[config.mk]
export PLATFORM = sky130hd
export DESIGN_NAME = fasta_melting_temperature
export DESIGN_NICKNAME = d
export VERILOG_FILES = /design/src/rtl/fmt_pkg.sv /design/src/rtl/fmt_front.sv /design/src/rtl/fmt_queue.sv /design/src/rtl/fmt_back.sv /design/src/rtl/fasta_melting_temperature.sv
export SDC_FILE = /design/constraint.sdc
export NUM_CORES = 1
export LEC_CHECK = 0
export BUFFER_PORTS_ARGS = -buffer_cell sky130_fd_sc_hd__clkbuf_2
export CAP_MARGIN = 10
export CORE_ASPECT_RATIO = 1.4
export CORE_MARGIN = 3
export CORE_UTILIZATION = 39
export CTS_BUF_LIST = sky130_fd_sc_hd__clkbuf_8
export DETAILED_ROUTE_END_ITERATION = 10
export PLACE_DENSITY = 0.62
export SLEW_MARGIN = 10
export SYNTH_ARGS = -nofsm -noshare
export SYNTH_HDL_FRONTEND = slang
export SYNTH_SLANG_ARGS = --single-unit
[constraint.sdc]
create_clock -name i_clk -period 11 [get_ports i_clk]
set_input_delay 2.2 -clock i_clk [delete_from_list [all_inputs] [get_ports i_clk]]
set_output_delay 2.2 -clock i_clk [all_outputs]
set_load 0.02 [all_outputs]
[src/rtl/fmt_pkg.sv]
// ----------------------------------------------------------------------------
// fmt_pkg
// Shared types and constants for the FASTA melting temperature block.
// ----------------------------------------------------------------------------
package fmt_pkg;

    // Base counters
    localparam int CNT_W   = 24;
    localparam int THR_W   = 8;
    localparam int TEMP_W  = 15;

    // Scaled operands: 10 * count needs four more bits
    localparam int W10     = CNT_W + 4;
    localparam int SLOPE_W = 14;
    localparam int W_NUM   = W10 + SLOPE_W;
    // Quotient magnitude stays below 2^18 (worst case 10496*164/10)
    localparam int Q_W     = 18;
    localparam int W_DIV   = W10 + Q_W - 1;
    localparam int QC_W    = $clog2(Q_W);

    // Record queue between front and back
    localparam int QDEPTH  = 2;
    localparam int QA_W    = $clog2(QDEPTH);
    localparam int QN_W    = $clog2(QDEPTH + 1);

    localparam logic [CNT_W-1:0]   CNT_MAX  = {CNT_W{1'b1}};
    localparam logic [TEMP_W-1:0]  TEMP_MAX = {TEMP_W{1'b1}};
    localparam logic [Q_W-1:0]     BASE_Q8  = Q_W'(16614);
    localparam logic [SLOPE_W-1:0] SLOPE_Q8 = SLOPE_W'(10496);
    localparam logic [W10-1:0]     OFFSET_TENTHS = W10'(164);
    localparam logic [THR_W-1:0]   THR_RESET = THR_W'(15);

    // Characters
    localparam logic [7:0] CH_HDR = 8'h3E;  // '>'
    localparam logic [7:0] CH_NL  = 8'h0A;
    localparam logic [7:0] CH_LC  = 8'h20;  // case bit
    localparam logic [7:0] CH_A   = 8'h61;
    localparam logic [7:0] CH_C   = 8'h63;
    localparam logic [7:0] CH_G   = 8'h67;
    localparam logic [7:0] CH_T   = 8'h74;

    // Register map
    localparam logic [2:0] ADDR_THR = 3'd0;

    typedef struct packed {
        logic [CNT_W-1:0] gc;
        logic [CNT_W-1:0] len;
    } t_rec;

    typedef enum logic [2:0] {
        ST_IDLE,
        ST_SCALE,
        ST_MUL,
        ST_DIV,
        ST_OUT
    } t_state;

endpackage

[src/rtl/fmt_front.sv]
// ----------------------------------------------------------------------------
// fmt_front
// Byte classifier: tracks header lines, counts GC and AT bases and pushes
// one record per flush into the record queue.
// ----------------------------------------------------------------------------
module fmt_front (
    input  logic                i_clk,
    input  logic                i_rst_n,
    input  logic                i_valid,
    input  logic [7:0]          i_text_byte,
    input  logic                i_end_of_input,
    input  logic                i_full,
    output logic                o_stall,
    output logic                o_push,
    output fmt_pkg::t_rec       o_rec
);

    logic                     r_hdr;
    logic [fmt_pkg::CNT_W-1:0] r_gc;
    logic [fmt_pkg::CNT_W-1:0] r_at;
    logic                     n_hdr;
    logic [fmt_pkg::CNT_W-1:0] n_gc;
    logic [fmt_pkg::CNT_W-1:0] n_at;

    logic                     accept;
    logic                     is_bracket;
    logic [7:0]               lc;
    logic [fmt_pkg::CNT_W-1:0] fl_gc;
    logic [fmt_pkg::CNT_W-1:0] fl_at;
    logic [fmt_pkg::CNT_W:0]   sum;
    logic                     do_flush;

    assign o_stall = i_full;
    assign accept  = i_valid && !i_full;
    assign lc      = i_text_byte | fmt_pkg::CH_LC;
    assign is_bracket = !r_hdr && (i_text_byte == fmt_pkg::CH_HDR);

    always_comb begin
        n_hdr = r_hdr;
        n_gc  = r_gc;
        n_at  = r_at;
        if (r_hdr) begin
            if (i_text_byte == fmt_pkg::CH_NL) begin
                n_hdr = 1'b0;
            end
        end else if (is_bracket) begin
            n_hdr = 1'b1;
            n_gc  = '0;
            n_at  = '0;
        end else if (lc == fmt_pkg::CH_G || lc == fmt_pkg::CH_C) begin
            n_gc = (r_gc == fmt_pkg::CNT_MAX) ? r_gc : r_gc + 1'b1;
        end else if (lc == fmt_pkg::CH_A || lc == fmt_pkg::CH_T) begin
            n_at = (r_at == fmt_pkg::CNT_MAX) ? r_at : r_at + 1'b1;
        end

        // A bracket flushes the old counts; end of input flushes the updated ones
        fl_gc = is_bracket ? r_gc : n_gc;
        fl_at = is_bracket ? r_at : n_at;
        do_flush = accept && (is_bracket || i_end_of_input) && (|fl_gc || |fl_at);

        if (i_end_of_input) begin
            n_hdr = 1'b0;
            n_gc  = '0;
            n_at  = '0;
        end
    end

    assign sum       = {1'b0, fl_gc} + {1'b0, fl_at};
    assign o_push    = do_flush;
    assign o_rec.gc  = fl_gc;
    assign o_rec.len = sum[fmt_pkg::CNT_W] ? fmt_pkg::CNT_MAX : sum[fmt_pkg::CNT_W-1:0];

    always_ff @(posedge i_clk) begin
        if (!i_rst_n) begin
            r_hdr <= 1'b0;
            r_gc  <= '0;
            r_at  <= '0;
        end else if (accept) begin
            r_hdr <= n_hdr;
            r_gc  <= n_gc;
            r_at  <= n_at;
        end
    end

endmodule

[src/rtl/fmt_queue.sv]
// ----------------------------------------------------------------------------
// fmt_queue
// Small record FIFO between the byte classifier and the temperature engine.
// ----------------------------------------------------------------------------
module fmt_queue (
    input  logic          i_clk,
    input  logic          i_rst_n,
    input  logic          i_push,
    input  fmt_pkg::t_rec i_rec,
    input  logic          i_pop,
    output logic          o_full,
    output logic          o_empty,
    output fmt_pkg::t_rec o_rec
);

    fmt_pkg::t_rec             r_mem [fmt_pkg::QDEPTH];
    logic [fmt_pkg::QA_W-1:0]  r_wp;
    logic [fmt_pkg::QA_W-1:0]  r_rp;
    logic [fmt_pkg::QN_W-1:0]  r_cnt;

    assign o_full  = (r_cnt == fmt_pkg::QN_W'(fmt_pkg::QDEPTH));
    assign o_empty = (r_cnt == '0);
    assign o_rec   = r_mem[r_rp];

    always_ff @(posedge i_clk) begin
        if (i_push) begin
            r_mem[r_wp] <= i_rec;
        end
    end

    always_ff @(posedge i_clk) begin
        if (!i_rst_n) begin
            r_wp  <= '0;
            r_rp  <= '0;
            r_cnt <= '0;
        end else begin
            if (i_push) begin
                r_wp <= r_wp + 1'b1;
            end
            if (i_pop) begin
                r_rp <= r_rp + 1'b1;
            end
            case ({i_push, i_pop})
                2'b10:   r_cnt <= r_cnt + 1'b1;
                2'b01:   r_cnt <= r_cnt - 1'b1;
                default: r_cnt <= r_cnt;
            endcase
        end
    end

endmodule

[src/rtl/fmt_back.sv]
// ----------------------------------------------------------------------------
// fmt_back
// Temperature engine: Wallace rule in one step, or the GC-fraction rule
// through a scale stage, a multiply stage and a bit-serial divider.
// ----------------------------------------------------------------------------
module fmt_back (
    input  logic                       i_clk,
    input  logic                       i_rst_n,
    input  logic                       i_empty,
    input  fmt_pkg::t_rec              i_rec,
    input  logic [fmt_pkg::THR_W-1:0]  i_thr,
    output logic                       o_pop,
    output logic                       o_valid,
    input  logic                       i_stall,
    output logic [fmt_pkg::TEMP_W-1:0] o_melt_temp_q8,
    output logic [fmt_pkg::CNT_W-1:0]  o_record_length,
    output logic [fmt_pkg::CNT_W-1:0]  o_record_gc,
    output logic                       o_used_long_rule
);

    fmt_pkg::t_state r_state;
    fmt_pkg::t_state n_state;

    logic [fmt_pkg::CNT_W-1:0]  r_gc;
    logic [fmt_pkg::CNT_W-1:0]  r_len;
    logic                       r_long;
    logic [fmt_pkg::TEMP_W-1:0] r_short;
    logic [fmt_pkg::W10-1:0]    r_mag;
    logic                       r_neg;
    logic [fmt_pkg::W10-1:0]    r_den;
    logic [fmt_pkg::W_DIV-1:0]  r_rem;
    logic [fmt_pkg::W_DIV-1:0]  r_dsh;
    logic [fmt_pkg::Q_W-1:0]    r_q;
    logic [fmt_pkg::QC_W-1:0]   r_cnt;
    logic                       r_valid;
    logic [fmt_pkg::TEMP_W-1:0] r_temp;
    logic [fmt_pkg::CNT_W-1:0]  r_olen;
    logic [fmt_pkg::CNT_W-1:0]  r_ogc;
    logic                       r_olong;

    logic                       slot_free;
    logic                       use_long;
    logic [fmt_pkg::CNT_W+1:0]  sum2;
    logic [fmt_pkg::W10-1:0]    gc10;
    logic [fmt_pkg::W_NUM-1:0]  prod;
    logic                       ge;
    logic [fmt_pkg::Q_W:0]      pos_sum;
    logic [fmt_pkg::TEMP_W-1:0] long_temp;

    assign slot_free = !r_valid || !i_stall;
    assign use_long  = i_rec.len >= fmt_pkg::CNT_W'(i_thr);
    assign sum2      = (fmt_pkg::CNT_W+2)'(i_rec.gc) + (fmt_pkg::CNT_W+2)'(i_rec.len);
    assign gc10      = (fmt_pkg::W10'(r_gc) << 3) + (fmt_pkg::W10'(r_gc) << 1);
    assign prod      = fmt_pkg::W_NUM'(r_mag) * fmt_pkg::W_NUM'(fmt_pkg::SLOPE_Q8);
    assign ge        = r_rem >= r_dsh;
    assign pos_sum   = {1'b0, fmt_pkg::BASE_Q8} + {1'b0, r_q};

    always_comb begin
        if (r_neg) begin
            long_temp = (r_q > fmt_pkg::BASE_Q8) ? '0
                      : fmt_pkg::TEMP_W'(fmt_pkg::BASE_Q8 - r_q);
        end else begin
            long_temp = (pos_sum > (fmt_pkg::Q_W+1)'(fmt_pkg::TEMP_MAX)) ? fmt_pkg::TEMP_MAX
                      : pos_sum[fmt_pkg::TEMP_W-1:0];
        end
    end

    always_comb begin
        n_state = r_state;
        o_pop   = 1'b0;
        case (r_state)
            fmt_pkg::ST_IDLE: begin
                if (!i_empty) begin
                    o_pop   = 1'b1;
                    n_state = use_long ? fmt_pkg::ST_SCALE : fmt_pkg::ST_OUT;
                end
            end
            fmt_pkg::ST_SCALE: n_state = fmt_pkg::ST_MUL;
            fmt_pkg::ST_MUL:   n_state = fmt_pkg::ST_DIV;
            fmt_pkg::ST_DIV: begin
                if (r_cnt == '0) begin
                    n_state = fmt_pkg::ST_OUT;
                end
            end
            fmt_pkg::ST_OUT: begin
                if (slot_free) begin
                    n_state = fmt_pkg::ST_IDLE;
                end
            end
            default: n_state = fmt_pkg::ST_IDLE;
        endcase
    end

    always_ff @(posedge i_clk) begin
        if (!i_rst_n) begin
            r_state <= fmt_pkg::ST_IDLE;
        end else begin
            r_state <= n_state;
        end
    end

    // Datapath registers
    always_ff @(posedge i_clk) begin
        case (r_state)
            fmt_pkg::ST_IDLE: begin
                if (o_pop) begin
                    r_gc    <= i_rec.gc;
                    r_len   <= i_rec.len;
                    r_long  <= use_long;
                    // (4*GC + 2*AT) = 2*(GC + len), times 256, saturated
                    r_short <= (sum2 >= (fmt_pkg::CNT_W+2)'(64)) ? fmt_pkg::TEMP_MAX
                             : {sum2[5:0], 9'h000};
                end
            end
            fmt_pkg::ST_SCALE: begin
                r_neg <= gc10 < fmt_pkg::OFFSET_TENTHS;
                r_mag <= (gc10 < fmt_pkg::OFFSET_TENTHS) ? fmt_pkg::OFFSET_TENTHS - gc10
                                                        : gc10 - fmt_pkg::OFFSET_TENTHS;
                r_den <= (fmt_pkg::W10'(r_len) << 3) + (fmt_pkg::W10'(r_len) << 1);
            end
            fmt_pkg::ST_MUL: begin
                r_rem <= fmt_pkg::W_DIV'(prod);
                r_dsh <= fmt_pkg::W_DIV'(r_den) << (fmt_pkg::Q_W - 1);
                r_q   <= '0;
                r_cnt <= fmt_pkg::QC_W'(fmt_pkg::Q_W - 1);
            end
            fmt_pkg::ST_DIV: begin
                // One quotient bit per cycle, divisor shifting down
                if (ge) begin
                    r_rem <= r_rem - r_dsh;
                end
                r_q   <= {r_q[fmt_pkg::Q_W-2:0], ge};
                r_dsh <= r_dsh >> 1;
                r_cnt <= r_cnt - 1'b1;
            end
            default: begin
            end
        endcase
    end

    // Output register
    always_ff @(posedge i_clk) begin
        if (!i_rst_n) begin
            r_valid <= 1'b0;
        end else if (r_state == fmt_pkg::ST_OUT && slot_free) begin
            r_valid <= 1'b1;
        end else if (!i_stall) begin
            r_valid <= 1'b0;
        end
    end

    always_ff @(posedge i_clk) begin
        if (r_state == fmt_pkg::ST_OUT && slot_free) begin
            r_temp  <= r_long ? long_temp : r_short;
            r_olen  <= r_len;
            r_ogc   <= r_gc;
            r_olong <= r_long;
        end
    end

    assign o_valid          = r_valid;
    assign o_melt_temp_q8   = r_temp;
    assign o_record_length  = r_olen;
    assign o_record_gc      = r_ogc;
    assign o_used_long_rule = r_olong;

endmodule

[src/rtl/fasta_melting_temperature.sv]
// ----------------------------------------------------------------------------
// fasta_melting_temperature
// Melting temperature of FASTA records in Q8, from a stream of text bytes.
// ----------------------------------------------------------------------------
// Channel   Direction  Handshake                Payload
// in        sink       i_in_valid / o_in_stall  i_text_byte, i_end_of_input
// out       source     o_out_valid / i_out_stall o_melt_temp_q8, o_record_length,
//                                               o_record_gc, o_used_long_rule
// cfg       APB slave  psel/penable/pready      paddr, pwdata, prdata
//
// The classifier takes one byte per cycle; it stalls whenever the
// two-entry record queue is full.
// Per record the engine applies the Wallace rule or the GC-fraction rule
// (scale, multiply, 18-step divider, output load).
// Reset is synchronous and active low; the threshold resets to 15.
// A stalled output holds its beat while the classifier keeps counting until the record queue is full.
// ----------------------------------------------------------------------------
module fasta_melting_temperature (
    input  logic                       i_clk,
    input  logic                       i_rst_n,
    input  logic                       i_in_valid,
    output logic                       o_in_stall,
    input  logic [7:0]                 i_text_byte,
    input  logic                       i_end_of_input,
    output logic                       o_out_valid,
    input  logic                       i_out_stall,
    output logic [fmt_pkg::TEMP_W-1:0] o_melt_temp_q8,
    output logic [fmt_pkg::CNT_W-1:0]  o_record_length,
    output logic [fmt_pkg::CNT_W-1:0]  o_record_gc,
    output logic                       o_used_long_rule,
    input  logic                       psel,
    input  logic                       penable,
    input  logic                       pwrite,
    input  logic [2:0]                 paddr,
    input  logic [31:0]                pwdata,
    output logic [31:0]                prdata,
    output logic                       pready
);

    logic [fmt_pkg::THR_W-1:0] r_thr;
    logic                      push;
    logic                      pop;
    logic                      full;
    logic                      empty;
    fmt_pkg::t_rec             push_rec;
    fmt_pkg::t_rec             pop_rec;

    assign pready = 1'b1;
    assign prdata = (paddr == fmt_pkg::ADDR_THR) ? 32'(r_thr) : 32'd0;

    always_ff @(posedge i_clk) begin
        if (!i_rst_n) begin
            r_thr <= fmt_pkg::THR_RESET;
        end else if (psel && penable && pwrite && paddr == fmt_pkg::ADDR_THR) begin
            r_thr <= pwdata[fmt_pkg::THR_W-1:0];
        end
    end

    fmt_front u_front (
        .i_clk          (i_clk),
        .i_rst_n        (i_rst_n),
        .i_valid        (i_in_valid),
        .i_text_byte    (i_text_byte),
        .i_end_of_input (i_end_of_input),
        .i_full         (full),
        .o_stall        (o_in_stall),
        .o_push         (push),
        .o_rec          (push_rec)
    );

    fmt_queue u_queue (
        .i_clk   (i_clk),
        .i_rst_n (i_rst_n),
        .i_push  (push),
        .i_rec   (push_rec),
        .i_pop   (pop),
        .o_full  (full),
        .o_empty (empty),
        .o_rec   (pop_rec)
    );

    fmt_back u_back (
        .i_clk            (i_clk),
        .i_rst_n          (i_rst_n),
        .i_empty          (empty),
        .i_rec            (pop_rec),
        .i_thr            (r_thr),
        .o_pop            (pop),
        .o_valid          (o_out_valid),
        .i_stall          (i_out_stall),
        .o_melt_temp_q8   (o_melt_temp_q8),
        .o_record_length  (o_record_length),
        .o_record_gc      (o_record_gc),
        .o_used_long_rule (o_used_long_rule)
    );

endmodule
[After elaboration in Yosys (flattened, before gate mapping)]
Memories as Yosys holds them, arrays and structs flattened. A register that Yosys moved wholly into a read port is not among the register bits.
Cells that the tools add are included.
Widths: inputs -> output; s select.
Operators by class
  reductions and logical operators: 28
  muxes and demuxes: 44
  eq/ne operators: 20
  $add $sub $neg: 16
  bitwise gates (word level): 0
  multipliers: 1
  divide/modulo/power cells: 0
  magnitude comparators: 6
  shift operators: 0
Operators by type and width (number)
  $mux 24: 14
  $pmux 45 s2: 2
  $mux 15: 4
  $add 27x25->28: 2
  $add 24x24->25: 2
  $add 24x1->24 const B: 2
  $eq 24x24->1 const B: 2
  $reduce_or 24->1: 2
  $ge 45x45->1: 1
  $mux 45: 1
  $sub 45x45->45: 1
  $pmux 18 s2: 1
  $mul 28x6->34 const B: 1
  $eq 7x6->1 const B: 4
  $lt 28x8->1 const B: 1
  $mux 28: 1
  $sub 28x8->28 const B: 1
  $sub 8x28->28 const A: 1
  $ge 25x7->1 const B: 1
  $ge 24x8->1: 1
  $add 15x18->19 const A: 1
  $gt 19x15->1 const B: 1
  $gt 18x15->1 const B: 1
  $pmux 3 s5: 1
  29 further kinds: 66
Storage, ports and cells
  bits of input ports: 51
  memory bits (writable): 96
  register bits after elaboration: 363
  output and inout port bits: 99
  memories kept: 1
  ROM bits: 0
  bits in latches: 0
Memory list
  u_queue.r_mem: depth 2, width 48, rd ports 1, clocked after memory_dff 1, wr ports 1, RTL line fmt_queue.sv:16  | fmt_pkg::t_rec r_mem [fmt_pkg::QDEPTH];

[Depth between registers and ports, before layout]
Gate-level depths: netlist of run 1.
  depth after elaboration: 12
  gate-level depth with buffers: 20
  gate-level depth less buffers: 18

[Cells and area by module]
Synthesis of run 1 repeated with hierarchy kept, for this count alone.
Second synthesis, totals
  cell total of the unflattened synthesis: 3090
  area, all modules: 30311.6 um^2
Modules (own cells, without submodules)
  fmt_back: area each 20803.7 um^2, cells each 2095, times used 1
  fmt_front: area each 5237.5 um^2, cells each 751, times used 1
  fmt_queue: area each 3669.8 um^2, cells each 171, times used 1
  fasta_melting_temperature: area each 600.6 um^2, cells each 73, times used 1

[Worst setup path before layout of run 1]
No wires, ideal clock.
  path type: input port to flip-flop
  start point: input i_text_byte[4]
  end point: memory u_queue.r_mem[0][0] (netlist name), enable pin
  arrival time: 6723 ps
  stages on the path: 11
  setup slack: 3823 ps
  data required time: 10545 ps
  cells stage by stage: nand2b_1 > or4_1 > buf_2 > a311oi_4 > nand4_2 > or4_4 > xnor2_2 > or4b_1 > nor4_1 > a31o_2 > nor2_1
RTL lines
  start, declared: RTL line fasta_melting_temperature.sv:23  | input logic [7:0] i_text_byte,
  end, declared: RTL line fmt_queue.sv:16

==> results of run 1 <==
-- state kept, by name, indices dropped and copies added (netlist names), 2 cells and up, named ones only --
| signal | flops |
|---|---|
| u_back.r_rem | 45 |
| u_queue.r_mem | 96 |
| u_back.r_dsh | 45 |
| u_back.r_gc | 24 |
| u_back.o_record_gc | 24 |
| u_back.r_mag | 27 |
| u_front.r_gc | 24 |
| u_back.o_melt_temp_q8 | 15 |
| u_front.r_at | 24 |
| r_thr | 8 |
| u_back.o_record_length | 24 |
| u_back.r_state | 3 |
| u_back.r_cnt | 5 |
| u_back.r_short | 7 |
| u_back.r_len | 24 |
| u_queue.r_cnt | 2 |
| u_back.r_q | 18 |
| u_back.r_den | 27 |
-- final timing paths --
check | startpoint | slack [ns] | to
max | i_text_byte[4] | 4.14 | u_queue.r_mem[0][11]
min | r_thr[6] | 0.49 | r_thr[6]
max reg2reg | u_back.r_gc[0] | 5.46 | u_back.r_mag[16]
min reg2reg | r_thr[6] | 0.49 | r_thr[6]
-- worst max-delay path, cell delays in order --
cell      delay [ns]
clkbuf_2        0.11
nand2b_1        0.15
or4_1           0.72
a31oi_1         0.72
nand2_1         0.17
xnor2_1         0.49
ha_1            0.36
a21o_1          0.17
a21oi_1         0.22
nand2b_1        0.16
a21oi_1         0.11
o41ai_1         0.28
buf_4           0.20
o211a_1         0.19
o31a_1          0.23
o21ai_0         0.12
a21oi_1         0.17
buf_4           0.28
o21ai_0         0.18
-- metal layers --
layer | share of wire | global-route usage | routed length, um | up-vias
li1 | - | - | - | 10983
met1 | 0.39 | 0.204 | 29000 | 10338
met2 | 0.51 | 0.336 | 38100 | 456
met3 | 0.034 | 0.0206 | 2530 | 179
met4 | 0.061 | 0.116 | 4530 | 0
met5 | 0 | 0 | 0 | -
-- power by group through the flow --
stage | sequential, uW | clock [uW] | combinational (uW)
after floorplan | 2370 | 0 | 2610
after global placement | 2420 | 0 | 3390
after detailed placement | 2420 | 0 | 3420
after CTS | 2390 | 1570 | 3440
after global routing | 2410 | 1640 | 3830
final | 2390 | 1520 | 3420
-- synthesized netlist by cell type (23+ instances only) --
cell type,instances
nor2_1,199
nand4_1,28
and3_1,46
and2_1,35
o21a_1,49
fa_1,27
a31oi_1,28
clkbuf_1,81
nand2b_1,36
nor2b_1,60
ha_1,247
a21o_1,72
buf_4,28
nor3_1,87
o21ai_0,164
nand2_1,241
edfxtp_1,384
a21oi_1,201
nor4_1,24
xor2_1,82
o21bai_1,30
nand3_1,64
mux2_2,48
dfxtp_1,66
or3_1,23
inv_1,226
xnor2_1,122
-- cells by family (layout without fill, tap and decap cells) --
logic type	Yosys count	count (layout)	share of synthesized area
buffers and inverters	347	485	0.0483
DFF	450	450	0.433
other	2	26	0.000253
and+or+nand+nor	910	910	0.154
AOI/OAI and AO/OA	722	722	0.157
xor gates and xnor gates	205	205	0.0607
muxes	65	65	0.0239
adders and majority gates	274	274	0.122
-- cell type report --
cell class              count  area [um^2]
well taps                 968         1210
flip-flops and latches    450        12900
clock inverters            59          424
clock buffers              79         1090
repair buffers            121          658
fillers                  7294        42700
inverters                 226          848
multi-input cells        2201        15600
diodes                      1         2.50
-- through the flow --
| step | instances | total power (uW) |
|---|---|---|
| 3_5_place_dp | 3966 | 5840 |
| 5_1_grt | 4105 | 7880 |
| 3_3_place_gp | 3966 | 5810 |
| 4_1_cts | 4104 | 7410 |
| 2_1_floorplan | 2998 | 4980 |
| 6_report | 4105 | 7320 |
==> run_results.csv, run 1 <==
group,metric,value,unit
drt,drc,0,
grt,antenna_found_initial,4,
timing,rsz0062_at_grt,"no",
drt,first_pass_iters,5,
timing,max_freq,0.146,GHz
drt,routed_via_density,5.35,
placement,gp_congestion,0.913,
worst_setup_path,path_max_fanout,23,
layout,final_cell_mix,"edfxtp_1 (384), ha_1 (247), inv_1 (242), nand2_1 (240), a21oi_1 (200)",
yosys,synthFlopType,"edfxtp_1",
placement,place_area,31100,um^2
pwr,seq_power_share,0.326,
yosys,ys_types,102,
worst_setup_path,path_class,"primary input to flop",
floorplanning,initial_core_util,0.394,
yosys,syn_area_per_cell,9.98,um^2
clock_network,cts_setup_buffers,0,
pwr,power_switching,2920,uW
drt,ant_nets,0,
placement,pre_cts_slack,3.44,ns
timing,holdWs,0.489,ns
floorplanning,die_y,332,um
yosys,ys_seq_area_frac,0.433,
clock_network,htreeDepth,3,
layout,utilization,0.433,
worst_setup_path,worst_r2r_path_depth,14,
yosys,netlist_area,29700,um^2
timing,setup_tns,0,ns
floorplanning,ioPinCount,150,
grt,first_global_vias,21459,
min_path,whs_path_depth,2,
drt,drtIter0Drc,1147,
worst_setup_path,start_kind,"primary input",
timing,fin_crit_sh,0.624,
yosys,ys_ff_latch,450,
clock_network,post_cts_resized,0,
floorplanning,die_width,239,um
clock_network,clkSinkCount,450,
drt,drt_wl_total,74.1,mm
floorplanning,design.core.area,75300,um^2
yosys,synthCells,2975,
timing,slew_viol_final,0,
layout,mostFrequentLayoutCell,"edfxtp_1",
timing,fin_skew,0.0392,ns
timing,max_slew_margin,0.318,
pwr,pwr-share-clk,0.208,
yosys,async_reset_ff_frac,0,
timing,worst_pin_slew,1.02,ns
grt,grtUsageTotal,0.185,
clock_network,root_buffer,"clkbuf_8",
layout,layout-drive-gt1-share,0.106,
drt,wl_per_cell,18.1,um
clock_network,cts.reportedPaths.clkPinSlew,0.06,ns
clock_network,hold_buffers,0,
yosys,synth_area_leaders,"edfxtp_1 (39%), ha_1 (10%), dfxtp_1 (4.5%)",
worst_setup_path,critical_path.endpoint_type,"flop",
drt,dr_total_vias,21956,
pwr,combPwrFrac,0.467,
clock_network,cts_tree,"done",
timing,fin_crit,6.86,ns
layout,syn_to_final_growth,10.0,%
timing,hold_viol_final,0,
yosys,synth_top_cell_by_area,"edfxtp_1",
job,maxCapViolations,0,
floorplanning,row_count,119,
yosys,synth_edf_count,384,
grt,grt_max_degree,91,
grt,grt_pass1_wl,116,mm
outcome,status,"completed",
worst_setup_path,cp_data_arrival_time,7.25,ns
pwr,p_leak,0.0132,uW
placement,hpwl,56.1,mm
floorplanning,die_area,79500,um^2
clock_network,clk_path_buf_depth,3,
worst_setup_path,crit_required,11.39,ns
layout,nets,3401,
yosys,yosysWarnings,0,
layout,fin_area,32700,um^2
pwr,intPower,4400,uW
placement,numPortBuffers,100,
pwr,peakVddDrop,0.100,mV
pwr,power_density,224,nW/um^2
grt,grt_overflow,0,
timing,setup_ws,4.14,ns
min_path,min_path_type,"flop to flop",
clock_network,numCtsBuffers,76,
pwr,swShare,0.399,
clock_network,clk_latency,0.69,ns
yosys,synth_top_cell_area_share,0.388,
timing,setup_viol,0,
Power figures use the tool's default switching activity.
==> run 2, diff against run 1 <==
- ABC_AREA: unset -> 1
- PLACE_DENSITY: 0.62 -> 0.64
- clock period: 11 -> 5.53 ns (I/O delays scaled with it)
==> run_results.csv, run 2 <==
group,metric,value,unit
floorplanning,die_area,86500,um^2
timing,setup_tns,0,ns
pwr,power_density,672,nW/um^2
worst_setup_path,start_kind,"flop",
yosys,syn_area_per_cell,7.97,um^2
worst_setup_path,r2r_slack,0.85,ns
floorplanning,initial_core_util,0.395,
layout,nets,4503,
timing,slew_viol_final,0,
min_path,hold_start,"u_queue.r_rp",
layout,final_cell_count_no_fill,5308,
placement,dp.cells,5171,
yosys,synth_area_leaders,"edfxtp_1 (36%), nand2_1 (11%), ha_1 (9.6%)",
timing,rsz0062_at_grt,"no",
grt,first_global_vias,26753,
yosys,synth_top_cell_area_share,0.357,
min_path,whs_path_depth,1,
timing,fin_skew,0.0539,ns
worst_setup_path,path_class,"flop to flop",
timing,worst_pin_slew,1.10,ns
min_path,min_path_type,"flop to flop",
floorplanning,die_width,249,um
layout,regArea,12900,um^2
layout,utilization,0.435,
yosys,yosysMostFrequentCell,"nand2_1",
grt,grt_overflow,0,
layout,syn_to_final_growth,10.2,%
yosys,netlist_area,32300,um^2
timing,setup_ws,0.851,ns
grt,antenna_found_initial,1,
yosys,synthFlopType,"edfxtp_1",
grt,grt_pass1_wl,142,mm
floorplanning,ioPinCount,150,
timing,hold_viol_final,0,
layout,final_cell_mix,"nand2_1 (974), inv_1 (538), edfxtp_1 (384), nor2_1 (364), a21oi_1 (289)",
layout,top_regs,"u_queue.r_mem (96), u_back.r_dsh (45), u_back.r_rem (45)",
yosys,yosysWarnings,0,
yosys,ys_types,70,
timing,max_freq,0.214,GHz
layout,multi_input_area,17000,um^2
worst_setup_path,crit_required,5.95,ns
worst_setup_path,path_max_fanout,8,
clock_network,post_cts_resized,0,
pwr,peakVddDrop,0.479,mV
drt,dr_total_vias,27566,
grt,grtUsageTotal,0.206,
clock_network,hold_buffers,0,
drt,ant_nets,0,
worst_setup_path,critical_path.endpoint_type,"flop",
clock_network,cts.reportedPaths.clkPinSlew,0.07,ns
floorplanning,die_y,347,um
layout,num-fill-cells,8363,
layout,mostFrequentLayoutCell,"nand2_1",
layout,max_flop_register,"u_queue.r_mem",
worst_setup_path,cp_data_arrival_time,5.09,ns
outcome,status,"completed",
drt,drt_wl_total,91.0,mm
clock_network,htreeDepth,3,
clock_network,clk_latency,0.70,ns
worst_setup_path,worst_r2r_path_depth,25,
clock_network,clkSinkCount,450,
floorplanning,row_count,124,
yosys,ys_seq_area_frac,0.397,
clock_network,numCtsBuffers,76,
layout,largest_reg_flops,96,
yosys,synthCells,4057,
yosys,synthTopCellsByCount,"nand2_1 (976), inv_1 (532), edfxtp_1 (384)",
drt,drtIter0Drc,1468,
drt,wl_per_cell,17.1,um
pwr,p_leak,0.0156,uW
grt,grt_max_degree,75,
job,maxCapViolations,0,
yosys,async_reset_ff_frac,0,
floorplanning,design.core.area,81900,um^2
placement,hpwl,71.6,mm
worst_setup_path,rr_startpoint,"u_front.r_gc[1]",
drt,routed_via_density,5.19,
timing,fin_crit_sh,0.846,
yosys,synth_top_cell_by_area,"edfxtp_1",
placement,pre_cts_slack,0.543,ns
timing,fin_crit,4.68,ns
drt,drc,0,
drt,first_pass_iters,6,
placement,gp_congestion,0.968,
layout,layout-drive-gt1-share,0.0890,
timing,max_slew_margin,0.266,
clock_network,root_buffer,"clkbuf_8",
yosys,ys_ff_latch,450,
yosys,synth_edf_count,384,
placement,numPortBuffers,100,
clock_network,clk_path_buf_depth,3,
clock_network,cts_tree,"done",
timing,setup_viol,0,
clock_network,cts_setup_buffers,0,
worst_setup_path,worstReg2RegEnd,"u_queue.r_mem[1][18]",
run 2: cell types whose count changed after synthesis, moves of 70 or more:
cell     previous run  this run
nand3_1            64       243
inv_1             226       532
xnor2_1           122        39
nand4_1            28        98
a21oi_1           201       291
nand2_1           241       976
nor2_1            199       366
run 2: worst max-delay path by stage:
stage,start,end,slack [ns],cells after the start
floorplan,i_text_byte[0],u_queue.r_mem[0][0],0.45,14
global placement,i_text_byte[0],u_queue.r_mem[0][18],0.59,19
detailed placement,i_text_byte[0],u_queue.r_mem[0][18],0.54,19
CTS,u_front.r_gc[1],u_queue.r_mem[0][5],0.84,23
global route,u_front.r_gc[1],u_queue.r_mem[1][18],0.38,25
finish,u_front.r_gc[1],u_queue.r_mem[1][18],0.85,25
run 2: final cells by class:
| type | instances | share of cell area |
|---|---|---|
| Sequential cell | 450 | 0.361 |
| Inverter | 546 | 0.0576 |
| Clock buffer | 77 | 0.0297 |
| Antenna cell | 1 | 0.0000702 |
| Timing Repair Buffer | 132 | 0.0222 |
| Clock inverter | 59 | 0.0140 |
| Tap cell | 1071 | 0.0376 |
| Multi-Input combinational cell | 2972 | 0.478 |
run 2: layer usage:
| layer | vias to the layer above | GRT usage | part of all wire |
|---|---|---|---|
| met2 | 600 | 0.382 | 0.52 |
| met4 | 0 | 0.116 | 0.057 |
| met3 | 213 | 0.0232 | 0.037 |
| met1 | 12878 | 0.227 | 0.39 |
| met5 | - | 0 | 0 |
| li1 | 13875 | - | - |
run 2: per-stage QoR:
stage	cell area, um^2	total power, uW	hold WS, ns
2_1_floorplan	32400	16400	0.424
3_3_place_gp	34100	20700	0.438
3_5_place_dp	34100	20800	0.435
4_1_cts	35600	24100	0.457
5_1_grt	35600	26100	0.484
6_report	35600	23900	0.460
run 2: worst max-delay path, cell delays in order (launching register included):
cell and delay [ns]:
dfxtp_1 0.47, ha_1 0.37, nand3_1 0.23, nor2_1 0.14
nand3_1 0.19, nand2_1 0.10, nand2_1 0.07, buf_4 0.18
nand2_1 0.06, nand2_1 0.07, nand3_1 0.06, o21ai_0 0.10
buf_4 0.18, ha_1 0.23, fa_1 0.39, nand2_1 0.08
inv_1 0.05, o21ai_0 0.15, nand2_1 0.20, a21oi_1 0.26
inv_1 0.10, a21oi_1 0.23, o31ai_1 0.16, nand4_1 0.13
a21o_1 0.12, nand3_1 0.07
run 2: power breakdown:
part	leakage, uW	total [uW]	switching [uW]	internal (uW)
clock network	0.000825	3150	1450	1690
registers	0.00398	5660	547	5120
logic	0.0108	15100	10100	5030
total	0.0156	23900	12100	11800
run 2: cells by family after synthesis:
logic type / after synthesis / synth area share
AO/OA/AOI/OAI: 664 / 0.114
adder cells (fa/ha/maj): 274 / 0.112
AND/OR/NAND/NOR: 1826 / 0.241
other: 2 / 0.000232
XOR/XNOR: 147 / 0.0415
flip-flops: 450 / 0.397
multiplexers: 36 / 0.0125
buffers and inverters: 658 / 0.0809
